$ cat src/rtl/sprite_pixel_collision_core_defines.svh
// assertion macros used by sprite_pixel_collision_core
`ifndef SPRITE_PIXEL_COLLISION_CORE_DEFINES_SVH
`define SPRITE_PIXEL_COLLISION_CORE_DEFINES_SVH

`ifndef SYNTH
`define SPC_ASSERT_IMPL(lbl, ante, cons, msg) \
  lbl: assert property (@(posedge clk_i) disable iff (!rst_ni) (ante) |-> (cons)) \
    else $error(msg);
`define SPC_ASSERT_NEXT(lbl, ante, cons, msg) \
  lbl: assert property (@(posedge clk_i) disable iff (!rst_ni) (ante) |=> (cons)) \
    else $error(msg);
`else
`define SPC_ASSERT_IMPL(lbl, ante, cons, msg)
`define SPC_ASSERT_NEXT(lbl, ante, cons, msg)
`endif

`endif

$ cat src/rtl/spc_lane.sv
`timescale 1ns / 1ps
module spc_lane #(
  parameter int unsigned MAX_WIDTH = 64,
  parameter int unsigned LANES     = 4,
  parameter int unsigned LANE_IDX  = 0,
  localparam int unsigned OFS_W = (MAX_WIDTH > 1) ? $clog2(MAX_WIDTH) : 1,
  localparam int unsigned LEN_W = $clog2(MAX_WIDTH + 1)
) (
  input  logic                 clk_i,
  input  logic [MAX_WIDTH-1:0] va_i,
  input  logic [MAX_WIDTH-1:0] vb_i,
  input  logic [OFS_W-1:0]     sa_i,
  input  logic [OFS_W-1:0]     sb_i,
  input  logic [LEN_W-1:0]     len_i,
  output logic                 hit_o
);

  localparam int unsigned LW = (MAX_WIDTH + LANES - 1) / LANES;
  localparam int unsigned PW = LANES * LW;

  logic [PW-1:0] ash;
  logic [PW-1:0] bsh;
  logic [LW-1:0] span;
  logic          hit_d;
  logic          hit_q;

  // each lane checks its own slice of the aligned column window
  always_comb begin
    ash = PW'(va_i) >> sa_i;
    bsh = PW'(vb_i) >> sb_i;
    for (int j = 0; j < LW; j++) begin
      span[j] = 32'(len_i) > 32'(LANE_IDX * LW + j);
    end
    hit_d = |(ash[LANE_IDX*LW +: LW] & bsh[LANE_IDX*LW +: LW] & span);
  end

  always_ff @(posedge clk_i) begin
    hit_q <= hit_d;
  end

  assign hit_o = hit_q;

endmodule

$ cat config.mk
export PLATFORM = sky130hd
export DESIGN_NAME = spc_lane
export DESIGN_NICKNAME = d
export VERILOG_FILES = /design/src/rtl/sprite_pixel_collision_core_defines.svh /design/src/rtl/spc_lane.sv
export SDC_FILE = /design/constraint.sdc
export NUM_CORES = 1
export LEC_CHECK = 0
export BUFFER_PORTS_ARGS = -buffer_cell sky130_fd_sc_hd__buf_2
export CAP_MARGIN = 40
export CORE_MARGIN = 5
export CORE_UTILIZATION = 24
export CTS_CLUSTER_SIZE = 30
export DETAILED_ROUTE_END_ITERATION = 12
export HOLD_SLACK_MARGIN = 0.06
export SLEW_MARGIN = 20
export SYNTH_ARGS = -nofsm -noshare
export SYNTH_HDL_FRONTEND = slang
export SYNTH_SLANG_ARGS = --single-unit
$ cat constraint.sdc
create_clock -name clk_i -period 4.9 [get_ports clk_i]
set_input_delay 0.735 -clock clk_i [delete_from_list [all_inputs] [get_ports clk_i]]
set_output_delay 0.735 -clock clk_i [all_outputs]
set_load 0.02 [all_outputs]
==> reports/summary.txt <==
Post-synth EDFFs - 0
Largest net degree at the start of global routing - 49
Max-slew violations - 0
Synth Flop Type - dfxtp_1
HPWL after detailed placement - 24500 µm
Register area - 20.0 µm²
CP Data Arrival Time - 3.97 ns
Area Growth Syn to Fin - 14.3%
Async SR Flop Fraction - 0
Endpoints failing hold - 0
Min Tclk post-route - 4.11 ns
Required time of the critical path - 4.76 ns
Placement Setup Slack - 0.833 ns
Largest family of logic cells by synthesized area - multiplexers
Syn Area/Cell - 9.37 µm²
Fill count - 3155
HP Class - flop to primary output
Max VDD drop - 0.0364 mV
Ratio of cells with drive above 1 in the final layout - 0.403
Vias in the first global route - 7621
Die Height - 184 µm
Placed Cells - 1258
Leak pwr - 3.10 nW
Synth top area cells - mux4_2, mux2i_1, mux2_2, nand2_1, a22oi_1
Top cell type's share of synthesized area - 0.404
Grt total ovfl - 0
Gate Count Post-Synth - 779
Max_slew headroom - 0.426
Final net count - 1021
FP Rows - 63
Post-CTS Hold Fix Bufs - 0
IO Count - 149
Core Box Area - 0.0299 mm²
Post-CTS Setup Inserts - 0
Setup violators final - 0
Synthesis-stage register bit count - 1
Xor-xnor portion of the synthesized cell area - 0
Ys Warns - 0
Vias per cell - 6.26
Die area - 0.0340 mm²
Setup repair after global routing missed its margin - false
Post-Synth Simple-Gate Area - 0.150
Maxcap violations - 0
Syn Nets - 927
Synth cell types - 70
GRT Resource Usage Total - 0.166
Least-Margin Pin Slew - 0.854 ns
Chip width - 184 µm
Initial antenna violation count - 0
Compound-Gate Fraction of Synth Area - 0.206
Seq/Total Area, Yosys - 0.00274
Footprint of the multi-input gates - 0.00682 mm²
Residual DRC count - 0
Hold_ws - 1.18 ns
Mapped Area - 0.00730 mm²
Fin crit share - 0.838
Crit path launch type - input pin
Initial Utilization - 0.244
Iter 0 DRT Violations - 976
Critical path type - input pin to flop
Final GP Congestion - 0.967
Multiplexer share of the synthesized area - 0.578
Crit. End Element - flop
Pwr/cell area - 112 mW/mm²
IO buf count - 148
Post-synth top area cell - mux4_2
Post-CTS Resized - 0
Avg WL per Cell - 24.0 µm
Clock-pin slew on the worst setup and hold paths - 0 ns
First-pass GRT wire length - 45700 µm
Iteration count of the initial detailed-routing pass - 7
Via count - 7893
Antenna viol nets, final - 0
Setup tns final - 0 ns
Final setup margin - 0.792 ns
Non-Filler Instances - 1261
Total wire length - 30300 µm
Post-Synth Adder-Cell Area - 0
N_diodes - 0
Outcome - finished, final reports clean
Fmax - 0.243 GHz
Crit Path Max Fanout - 36
Max reg flops - 1
## critical path: stages
cell and delay [ns]:
buf_4 0.47, buf_4 0.34, mux4_1 0.65, mux2_2 0.32, nand2_1 0.07, o21ai_0 0.12
a211oi_2 0.30, a2111oi_0 0.10, or4_1 0.47, or3_1 0.37
## routing by layer
layer  part of all wire  vias to the layer above  wire length (µm)  global-route usage
met2               0.52                      425             15600               0.299
met1               0.39                     3940             11900               0.218
li1                   -                     3460                 -                   -
met4              0.031                        0               935              0.0405
met3              0.061                       68              1840              0.0126
met5                  0                        -                 0                   0
## area by class of cell
cell class,count,area share
Timing Repair Buffer,174,0.117
Tap cell,390,0.0585
Inverter,11,0.00495
Multi-Input combinational cell,685,0.817
Sequential cell,1,0.00240
## per-stage QoR
| stage | area (µm²) | util | total power, mW |
|---|---|---|---|
| floorplan | 7300 | - | 0.616 |
| global placement | 8290 | 0.277 | 0.906 |
| detailed placement | 8310 | 0.278 | 0.909 |
| CTS | 8310 | 0.278 | 0.914 |
| global route | 8340 | 0.279 | 0.990 |
| finish | 8340 | 0.279 | 0.934 |
## synth_stat cells (4+ instances only)
cell type,instances
a22o_1,8
or2_2,8
or3_1,4
a2111oi_0,5
inv_1,8
o2bb2ai_1,5
clkbuf_1,26
o22ai_1,8
nor2_1,37
mux2_2,34
a211oi_1,5
mux4_1,4
a21oi_1,35
o31ai_1,5
and3_1,4
nand2_1,80
nand3_1,25
buf_4,12
o21ai_0,33
nor4_1,8
nor2b_1,15
a221oi_1,5
a31oi_1,13
buf_1,12
o21a_1,4
buf_2,27
o211ai_1,10
nand2b_1,12
a222oi_1,5
a22oi_1,24
o221ai_1,6
and2_1,4
a211o_1,4
mux2i_1,78
nor3_1,16
mux4_2,131
## final timing paths
| path | from | end | depth (start not counted) | slack [ns] |
|---|---|---|---|---|
| worst max-delay path | sb_i[0] | hit_o$_DFF_P_ | 10 | 0.79 |
| worst min-delay path | hit_o$_DFF_P_ | hit_o | 1 | 1.18 |
## cells by family after synthesis
family,Yosys count
and+or+nand+nor,227
DFF,1
buffers and inverters,93
muxes,247
AOI/OAI and AO/OA,211
## cell usage in the layout, fill, tap and decap left out, types with 4 or more instances in the layout
master / synthesis / final
a22oi_1: 24 / 24
a22o_1: 8 / 8
a31oi_1: 13 / 13
inv_1: 8 / 8
a221oi_1: 5 / 5
or2_2: 8 / 8
buf_2: 27 / 147
mux4_2: 131 / 131
o21a_1: 4 / 4
o211ai_1: 10 / 10
mux2i_1: 78 / 78
a222oi_1: 5 / 5
o21ai_0: 33 / 33
nor4_1: 8 / 8
nor2_1: 37 / 37
a211oi_1: 5 / 5
o31ai_1: 5 / 5
mux2_2: 34 / 34
o22ai_1: 8 / 8
o221ai_1: 6 / 6
and3_1: 4 / 4
or3_1: 4 / 4
nand2_1: 80 / 80
nand2b_1: 12 / 12
nor2b_1: 15 / 15
nand3_1: 25 / 25
a211o_1: 4 / 4
nor3_1: 16 / 16
buf_4: 12 / 23
mux4_1: 4 / 4
o2bb2ai_1: 5 / 5
and2_1: 4 / 4
a2111oi_0: 5 / 5
a21oi_1: 35 / 35
## power breakdown
group          internal, mW  switching (mW)
Clock                     0               0
Sequential          0.00869        0.000169
Combinational         0.415           0.510
Total                 0.423           0.511
Power figures use the tool's default switching activity.
